`src/cld_pkg.sv`:
```
// ----------------------------------------------------------------------------
// cld_pkg - shared types and constants of the categorical label draw
// Request and response word layouts, operation codes, table sizing defaults.
// ----------------------------------------------------------------------------
package cld_pkg;

   localparam int RowsDefault          = 256;
   localparam int SitesDefault         = 256;
   localparam int MaxComponentsDefault = 8;

   // operation codes
   localparam logic [1:0] OpLoadWeight = 2'd0;
   localparam logic [1:0] OpLoadLabel  = 2'd1;
   localparam logic [1:0] OpDraw       = 2'd2;

   // register indexes
   localparam logic [0:0] CsrComponents = 1'd0;
   localparam logic [0:0] CsrLevels     = 1'd1;

   localparam logic [3:0] ComponentsReset = 4'd8;
   localparam logic [7:0] LevelsReset     = 8'd2;

   typedef struct packed {
      logic [1:0]  operation;
      logic [7:0]  row_index;
      logic [7:0]  site_index;
      logic [2:0]  component;
      logic [15:0] load_value;
      logic [7:0]  observed_level;
      logic [15:0] uniform_draw;
   } req_word_type;

   typedef struct packed {
      logic [3:0] drawn_component;
      logic       draw_made;
   } rsp_word_type;

   // controller -> datapath commands
   typedef struct packed {
      logic capture;    // latch request word
      logic write_load; // perform a table load
      logic read_issue; // issue table reads for component
      logic accumulate; // add read data into total
      logic div_start;  // start last-weight division
      logic div_step;   // one restoring division step
      logic mul_step;   // form threshold
      logic scan_step;  // compare running sum for component
      logic [3:0] comp; // component being addressed
   } cmd_type;

   typedef struct packed {
      logic       is_load;
      logic       is_draw;
      logic       in_range;
      logic       hit;
      logic [3:0] last_comp;
   } sts_type;

endpackage

```
`src/cld_control.sv`:
```
// ----------------------------------------------------------------------------
// cld_control - sequencer for loads and draws
// Steps reads, division, threshold and scan; holds the response register.
// ----------------------------------------------------------------------------
module cld_control import cld_pkg::*; (
   input  logic         clock,
   input  logic         reset,
   input  logic         req_valid,
   output logic         req_stall,
   output logic         rsp_valid,
   input  logic         rsp_stall,
   output rsp_word_type rsp_word,
   input  sts_type      sts,
   input  logic [3:0]   hit_comp,
   output cmd_type      cmd
);
   typedef enum logic [2:0] {
      IDLE, DECODE, READ, DIVIDE, MULT, SCAN, EMIT
   } state_type;

   state_type    state_ff;
   logic [3:0]   cnt_ff;
   logic         rvalid_ff;
   rsp_word_type rword_ff;

   // a pending response holds off the next word
   assign req_stall = state_ff != IDLE || rvalid_ff;
   assign rsp_valid = rvalid_ff;
   assign rsp_word  = rword_ff;

   // command decode
   always_comb begin
      cmd            = '0;
      cmd.comp       = cnt_ff;
      cmd.capture    = state_ff == IDLE && req_valid && !rvalid_ff;
      cmd.write_load = state_ff == DECODE && sts.is_load;
      unique case (state_ff)
         READ: begin
            cmd.read_issue = cnt_ff <= sts.last_comp;
            cmd.accumulate = cnt_ff != 4'd0;
            cmd.div_start  = cnt_ff == sts.last_comp + 4'd1;
         end
         DIVIDE:  cmd.div_step  = 1'b1;
         MULT:    cmd.mul_step  = 1'b1;
         SCAN:    cmd.scan_step = 1'b1;
         default: ;
      endcase
   end

   // state machine and response register
   always_ff @(posedge clock) begin
      if (reset) begin
         state_ff  <= IDLE;
         cnt_ff    <= '0;
         rvalid_ff <= 1'b0;
      end else begin
         unique case (state_ff)
            IDLE: begin
               if (rvalid_ff) begin
                  if (!rsp_stall) rvalid_ff <= 1'b0;
               end else if (req_valid)
                  state_ff <= DECODE;
            end
            DECODE: begin
               cnt_ff <= '0;
               if (sts.is_draw && sts.in_range)
                  state_ff <= READ;
               else if (sts.is_draw)
                  state_ff <= EMIT;
               else
                  state_ff <= IDLE;
            end
            READ: begin
               if (cnt_ff == sts.last_comp + 4'd1) begin
                  cnt_ff   <= '0;
                  state_ff <= DIVIDE;
               end else
                  cnt_ff <= cnt_ff + 4'd1;
            end
            DIVIDE: begin
               if (cnt_ff == 4'd15) state_ff <= MULT;
               cnt_ff <= cnt_ff + 4'd1;
            end
            MULT: begin
               cnt_ff   <= '0;
               state_ff <= SCAN;
            end
            SCAN: begin
               if (cnt_ff == sts.last_comp) state_ff <= EMIT;
               cnt_ff <= cnt_ff + 4'd1;
            end
            EMIT: begin
               // hit flag was cleared at capture, so an out-of-range draw gives zero
               rword_ff.drawn_component <= sts.hit ? hit_comp : 4'd0;
               rword_ff.draw_made       <= sts.hit;
               rvalid_ff <= 1'b1;
               state_ff  <= IDLE;
            end
            default: state_ff <= IDLE;
         endcase
      end
   end

endmodule

```
`config.mk`:
```
export PLATFORM = sky130hd
export DESIGN_NAME = cld_control
export DESIGN_NICKNAME = d
export VERILOG_FILES = /design/src/cld_pkg.sv /design/src/cld_control.sv
export SDC_FILE = /design/constraint.sdc
export NUM_CORES = 1
export LEC_CHECK = 0
export ABC_AREA = 1
export BUFFER_PORTS_ARGS = -buffer_cell sky130_fd_sc_hd__buf_2
export CAP_MARGIN = 10
export CORE_ASPECT_RATIO = 1.4
export CORE_UTILIZATION = 48
export DETAILED_ROUTE_END_ITERATION = 10
export PLACE_DENSITY = 0.78
export SLEW_MARGIN = 0
export SYNTH_ARGS = -nofsm -noshare
export SYNTH_HDL_FRONTEND = slang
export SYNTH_SLANG_ARGS = --single-unit
```
`constraint.sdc`:
```
create_clock -name clock -period 1.8 [get_ports clock]
set_input_delay 0.18 -clock clock [delete_from_list [all_inputs] [get_ports clock]]
set_output_delay 0.18 -clock clock [all_outputs]
set_load 0.02 [all_outputs]
```
# Word level (Yosys, flattened, before mapping)
# Cells that the tools add are included.
# word_totals
reg_bits	13
input_bits	16
output_inout_bits	19
wordCells	55
# classes
add_sub_neg	2
n_lt_le_gt_ge	1
n_eq_ne	14
mux	17
n_bitwise	1
n_reduce_logical	15
# ops
cell	n
3-bit two-way mux	8
3-bit case mux with 6 select lines	1
4-bit case mux with 3 select lines	1
2-bit != test (second input constant)	5
3-bit equality test (second input constant)	3
4-bit by 1-bit adder with 4-bit output (second input constant)	2
4-bit equality test	2
3-bit by 2-bit equality test with 1-bit output (second input constant)	2
3-bit nonzero test	2
1-bit two-way mux	5
5-bit AND reduction	1
4-bit equality test (second input constant)	1
4-bit less-or-equal comparator	1
1-bit logical AND	4
4-bit two-way mux	1
4-bit nonzero test	1
2-bit OR reduction	2
3-bit by 1-bit equality test with 1-bit output (second input constant)	1
3-bit zero test	1
1-bit case mux with 2 select lines	1
2-bit AND reduction	1
2-bit nonzero test	1
1-bit zero test	1
1-bit logical OR	1
1-bit NOT	1

# Logic depth before layout (Yosys ltp)
# Gate-level depths: netlist of run 1.
# logic_depth
word_depth	4
mapped_depth	10
ltp_nobuf	10

# Worst setup path before layout of run 1
# OpenSTA, ideal clock, no wires.
# synth_path
kind	flip-flop to output port
from	reg cnt_ff[0]
to	out cmd[7] (netlist bit)
t_arrival_ns	1.515
required_time_ns	1.620
path_slack_ns	0.105
path_stages_with_launch	7
path_buffers	0
cell_sequence	dfxtp_1 -> inv_1 -> ha_1 -> nand3b_1 -> nor2_1 -> nand3_2 -> nor2_1
# synth_lines
item	line	source
from (decl)	cld_control.sv:22	logic [3:0] cnt_ff;
from (signal assigned)	cld_control.sv:78	cnt_ff <= cnt_ff + 4'd1;
from (signal assigned)	cld_control.sv:82	cnt_ff <= cnt_ff + 4'd1;
from (signal assigned)	cld_control.sv:90	cnt_ff <= cnt_ff + 4'd1;
to (decl)	cld_control.sv:15	output cmd_type cmd

==> out/results.ini, run 1 <==
[worst_hold_path]
hp-class=input pin to flip-flop

[sta]
finalSetupViolCount=0
min_period_ns=1.72
hold_viol=0
drv_slew=0
fmax_mhz=581
slew_headroom=0.722
hold_ws_ns=0.0937
skew_ns=0.00549
finalCritPeriodShare=0.956
max_slew.worst_pin.slew_ns=0.416

[power_and_ir_drop]
p_leak_nw=0.670
pwr_density_cell_nw_per_um2=1090
max-vdd-ir-drop_mv=0.691
finalPower_mw=1.33

[worst_setup_path]
max_stage_delay_ns=0.40
endpoint_kind=primary output
crit_required_ns=1.62
worstSetupPathType=flip-flop to primary output
crit_arrival_ns=1.54
critPathBufInv=1
critPathTopFamily=simple AND/OR/NAND/NOR gates
cpMaxStageDelayCell=dfxtp_1
crit_path_cell_trace=nor2_1 > nand2_2 > a31oi_1 > buf_2
crit_path_max_fanout=8
start_kind=flip-flop

[yosys]
yosysWarnings=0
synth.cell_area_um2=927
syn_avg_cell_area_um2=6.92
syn-num-nets=157
ys_seq_area_frac=0.335
synthCells=134
post_synth_num_cell_types=24
ys_ff_latch=13

[placement]
dp_cells=188
dp_hpwl_um=1730
port_buffers=34
gp_congestion=0.898

[routing]
wl_per_cell_um=11.6
drtIter0Drc=16
drtAntennaViolNets=0
routed_wl_um=2250
drcViolationCount=0
drtPass1Iterations=4
num_vias=983
viasPerCell=5.07

[global_route]
grt_max_degree=9
grt_pass1_vias=870
grt_pass1_wl_um=3550
grt_usage=0.242
antenna_found_initial=0
grt_overflow=0

[layout]
area_growth_syn_to_layout_pct=31.0
nets=198
instances_no_fill=194
layout.cells.most_common_list=nand2_1 (33), buf_2 (32), inv_1 (26)
num_antenna_cells=0
final_util=0.683
drive_above_1_share=0.351
final_common_cell=nand2_1

[clocking]
cts_buffers=3
clock_latency_ns=0.28
clk_pin_slew_ns=0.09
cts_max_level=1
clockRootBuffer=clkbuf_4
clock-sinks=13
cts_tree=built
postCtsHoldBufs=0
cts.path.max_buffers=2

[die]
die-area_um2=2110
core_area_um2=1780
initial_core_util=0.521
die_height_um=54
io_pins=35
core.rowCount=18
die_w_um=39.1

[run_status]
status=finished, final reports clean

[job]
maxCapViolCount=0

## flip-flops by register name (all words and copies together), names as in the netlist
signal,count
cnt_ff,4
rsp_valid,1
rsp_word,5
state_ff,3
## through the flow
stage               setup TNS [ns]  area (um^2)  setup slack [ns]
global placement                 0         1120             0.273
global route               -0.0487         1210           -0.0417
detailed placement               0         1120             0.222
CTS                              0         1160           0.00893
floorplan                        0          927             0.105
finish                           0         1210            0.0800
## cells in the mapped netlist
| cell type | count | share of area |
|---|---|---|
| nand3_1 | 8 | 0.043 |
| inv_1 | 27 | 0.11 |
| nor2_2 | 2 | 0.013 |
| nand3_2 | 1 | 0.011 |
| nor2_4 | 1 | 0.012 |
| ha_1 | 7 | 0.094 |
| o21ai_1 | 2 | 0.011 |
| dfxtp_1 | 8 | 0.17 |
| or2_2 | 1 | 0.0068 |
| nor3_1 | 2 | 0.011 |
| edfxtp_1 | 5 | 0.16 |
| a21oi_1 | 10 | 0.054 |
| inv_2 | 1 | 0.0040 |
| o21ai_2 | 1 | 0.0094 |
| o211ai_1 | 2 | 0.016 |
| nor2_1 | 8 | 0.032 |
| a31oi_1 | 3 | 0.020 |
| o21ai_0 | 4 | 0.022 |
| nand3b_1 | 1 | 0.0081 |
| nor3b_2 | 1 | 0.013 |
| nand4_1 | 1 | 0.0068 |
| a21oi_2 | 1 | 0.0094 |
| nand2_2 | 3 | 0.020 |
| nand2_1 | 34 | 0.14 |
## report_power, final
part	switching, mW	total [mW]	internal, mW
clock network	0.101	0.187	0.0859
logic	0.455	0.717	0.262
registers	0.0733	0.425	0.352
total	0.630	1.33	0.700
## what timing repair did
item	in CTS	in global routing
resized for setup	2	12
endpoints found under the setup margin	1	3
pin swaps	1	1
buffers inserted	1	1
hold endpoints to repair	0	0
## final timing paths
path / start / endpoint / slack (ns) / cells past startpoint
min reg2reg: cnt_ff[0] / cnt_ff[0] / 0.52 / 2
max reg2reg: cnt_ff[0] / cnt_ff[0] / 0.26 / 10
max: state_ff[2] / cmd[8] / 0.08 / 4
min: reset / cnt_ff[3] / 0.09 / 2
## cells by family after synthesis
group                    after synthesis  share of synthesized area
flip-flops                            13                      0.335
AO/OA/AOI/OAI                         23                      0.142
AND/OR/NAND/NOR                       63                      0.316
adder cells (fa/ha/maj)                7                     0.0945
buffers and inverters                 28                      0.113
## final cells by class
cell class | count | area [um^2]
clock buffer | 4 | 26.3
fill | 172 | 564
inverter | 28 | 105
multi-input combinational | 93 | 548
sequential | 13 | 317
tap | 20 | 25.0
timing repair buffer | 36 | 194
## metal layers
layer,vias up,GRT usage,part of all wire
li1,511,-,-
met1,441,0.270,0.42
met2,27,0.422,0.53
met3,4,0.0661,0.038
met4,0,0.0977,0.015
met5,-,0,0
(Power assumes the default switching activity.)
==> inputs of run 2 (changes only) <==
BUFFER_PORTS_ARGS = unset   (was -buffer_cell sky130_fd_sc_hd__buf_2)
CORE_MARGIN = 5   (was unset)
CORE_UTILIZATION = 50   (was 48)
DONT_BUFFER_PORTS = 1   (was unset)
PLACE_DENSITY = 0.65   (was 0.78)
==> run 2 against run 1 <==
Compared with the run above:
- register-to-register slack gained 0.06 ns
- core utilization shrank 6.5 points
- total power is 4.1% lower
- hold slack got worse by 0.027 ns
- cell area down 11%
- via count fell by 10%
- sequential share of layout area increased by 2.9 points
- critical path depth grew 3
- highest routed layer unchanged
- first-iteration DRC count fell by 56%
- global-route usage down 6.7 points
- non-clock buffer count fell by 25
- worst setup slack better by 0.011 ns
==> out/results.ini, run 2 (synthesis gave the netlist of run 1 again) <==
[power_and_ir_drop]
pwr_density_cell_nw_per_um2=1180  ; +7.5%
max-vdd-ir-drop_mv=0.608  ; -12%
p_leak_nw=0.563  ; -16%
finalPower_mw=1.28  ; -4.1%

[placement]
dp_cells=163  ; -13%
dpl-instance-area_um2=1020  ; -9.1%
port_buffers=0  ; -100%
dp_hpwl_um=1770  ; +2.3%
gp_congestion=0.860  ; -4.3%

[die]
core_area_um2=1760  ; -1.3%
core.rowCount=18  ; unchanged
die_w_um=46.4  ; +19%
io_pins=35  ; unchanged
die-area_um2=2830  ; +34%
die_height_um=61.0  ; +13%
initial_core_util=0.528  ; +0.00668

[routing]
viasPerCell=5.21  ; +2.8%
num_vias=880  ; -10%
drcViolationCount=0  ; unchanged
drtPass1Iterations=4  ; unchanged
drtIter0Drc=7  ; -9
drtAntennaViolNets=0  ; unchanged
wl_per_cell_um=13.3  ; +14%
routed_wl_um=2240  ; -0.53%

[run_status]
status=finished, final reports clean

[sta]
fmax_mhz=585  ; +0.66%
skew_ns=0.00123  ; -0.00427 ns
finalSetupViolCount=0  ; unchanged
min_period_ns=1.71  ; -0.0113 ns
hold_viol=0  ; unchanged
max_slew.worst_pin.slew_ns=0.410  ; -0.00648 ns
hold_ws_ns=0.0667  ; -0.0270 ns
finalCritPeriodShare=0.949  ; -0.00630
slew_headroom=0.726  ; +0.00434
drv_slew=0  ; unchanged

[clocking]
cts_max_level=1  ; unchanged
cts_buffers=3  ; unchanged
post_cts_buffers=0  ; -1
clock_latency_ns=0.28  ; about the same
cts.path.max_buffers=2  ; unchanged
clockRootBuffer=clkbuf_4
cts_tree=built
clk_pin_slew_ns=0.08  ; about the same
clock-sinks=13  ; unchanged

[worst_setup_path]
crit_required_ns=1.62  ; about the same
critPathTopFamily=simple AND/OR/NAND/NOR gates
cpMaxStageDelayCell=dfxtp_2
crit_path_max_fanout=4  ; -4
max_stage_delay_ns=0.33  ; -0.07 ns
worstSetupPathType=flip-flop to primary output
crit_arrival_ns=1.53  ; about the same
critPathBufInv=2  ; +1
start_kind=flip-flop
crit_path_cell_trace=inv_2 > ha_4 > nand3b_1 > nor2_1 > nand3_2 > nor2_2 > buf_4
endpoint_kind=primary output

[global_route]
antenna_found_initial=0  ; unchanged
grt_pass1_wl_um=3510  ; -1.2%
grt_usage=0.175  ; -0.0672
grt_overflow=0  ; unchanged
grt_pass1_vias=826  ; -5.1%
grt_max_degree=9  ; unchanged

[layout]
layout.cells.most_common_list=nand2_1 (34), inv_1 (25), a21oi_1 (10)
area_growth_syn_to_layout_pct=17.0
instances_no_fill=169  ; -13%
drive_above_1_share=0.208  ; -0.143
fin_area_um2=1080  ; -11%
nets=173  ; -13%
largest_register_ffs=5  ; unchanged
num_antenna_cells=0  ; unchanged
final_common_cell=nand2_1

[job]
maxCapViolCount=0  ; unchanged

[worst_hold_path]
hp-class=input pin to flip-flop

==> run 2: changes by cell type in the layout (fill, tap and decap cells not counted), sizes merged <==
cell and change:
buf -27, dlygate4sd3 +2
==> run 2: timing repair <==
item                                    CTS  global route
hold endpoints to repair                  4             0
resized for setup                         0             7
hold buffers                              2             0
endpoints found under the setup margin    0             2
==> run 2: stage by stage <==
step            TNS, ns  utilization  setup WS, ns
6_report              0        0.618        0.0914
5_1_grt        -0.00412        0.618      -0.00412
4_1_cts               0        0.607     0.0000864
3_5_place_dp          0        0.580         0.315
3_3_place_gp          0        0.580         0.330
2_1_floorplan         0            -         0.105
==> run 2: final timing paths <==
check             startpoint           to  slack (ns)  cells past startpoint
setup / recovery   cnt_ff[0]       cmd[7]        0.09                      7
hold / removal        sts[4]  rsp_word[2]        0.07                      2
setup reg to reg   cnt_ff[2]  state_ff[2]        0.32                      7
hold reg to reg    cnt_ff[0]    cnt_ff[0]        0.53                      2
==> run 2: area by class of cell <==
class	instances	area, um^2
Clock buffer	4	26.3
Sequential cell	13	314
Tap cell	20	25.0
Timing Repair Buffer	11	87.6
Multi-Input combinational cell	93	527
Fill cell	178	672
Inverter	28	105
==> run 2: power by group <==
| part | total [mW] | switching [mW] | internal [mW] |
|---|---|---|---|
| Combinational | 0.662 | 0.429 | 0.233 |
| Sequential | 0.426 | 0.0753 | 0.350 |
| Clock | 0.188 | 0.102 | 0.0860 |
| Total | 1.28 | 0.606 | 0.669 |
==> run 2: layer usage <==
| metal | vias to the layer above | track usage | wire [um] |
|---|---|---|---|
| li1 | 465 | - | - |
| met1 | 377 | 0.189 | 929 |
| met2 | 31 | 0.297 | 1080 |
| met3 | 7 | 0.0653 | 169 |
| met4 | 0 | 0.0772 | 59 |
| met5 | - | 0 | 0 |
==> run 2: worst reg2reg max path, cell delays in order, from the launching register on <==
cell	delay (ns)
dfxtp_1	0.38
ha_1	0.32
nand4_1	0.17
nand2_2	0.12
nand2_1	0.06
nor2_2	0.15
nand3_1	0.09
a21oi_1	0.13
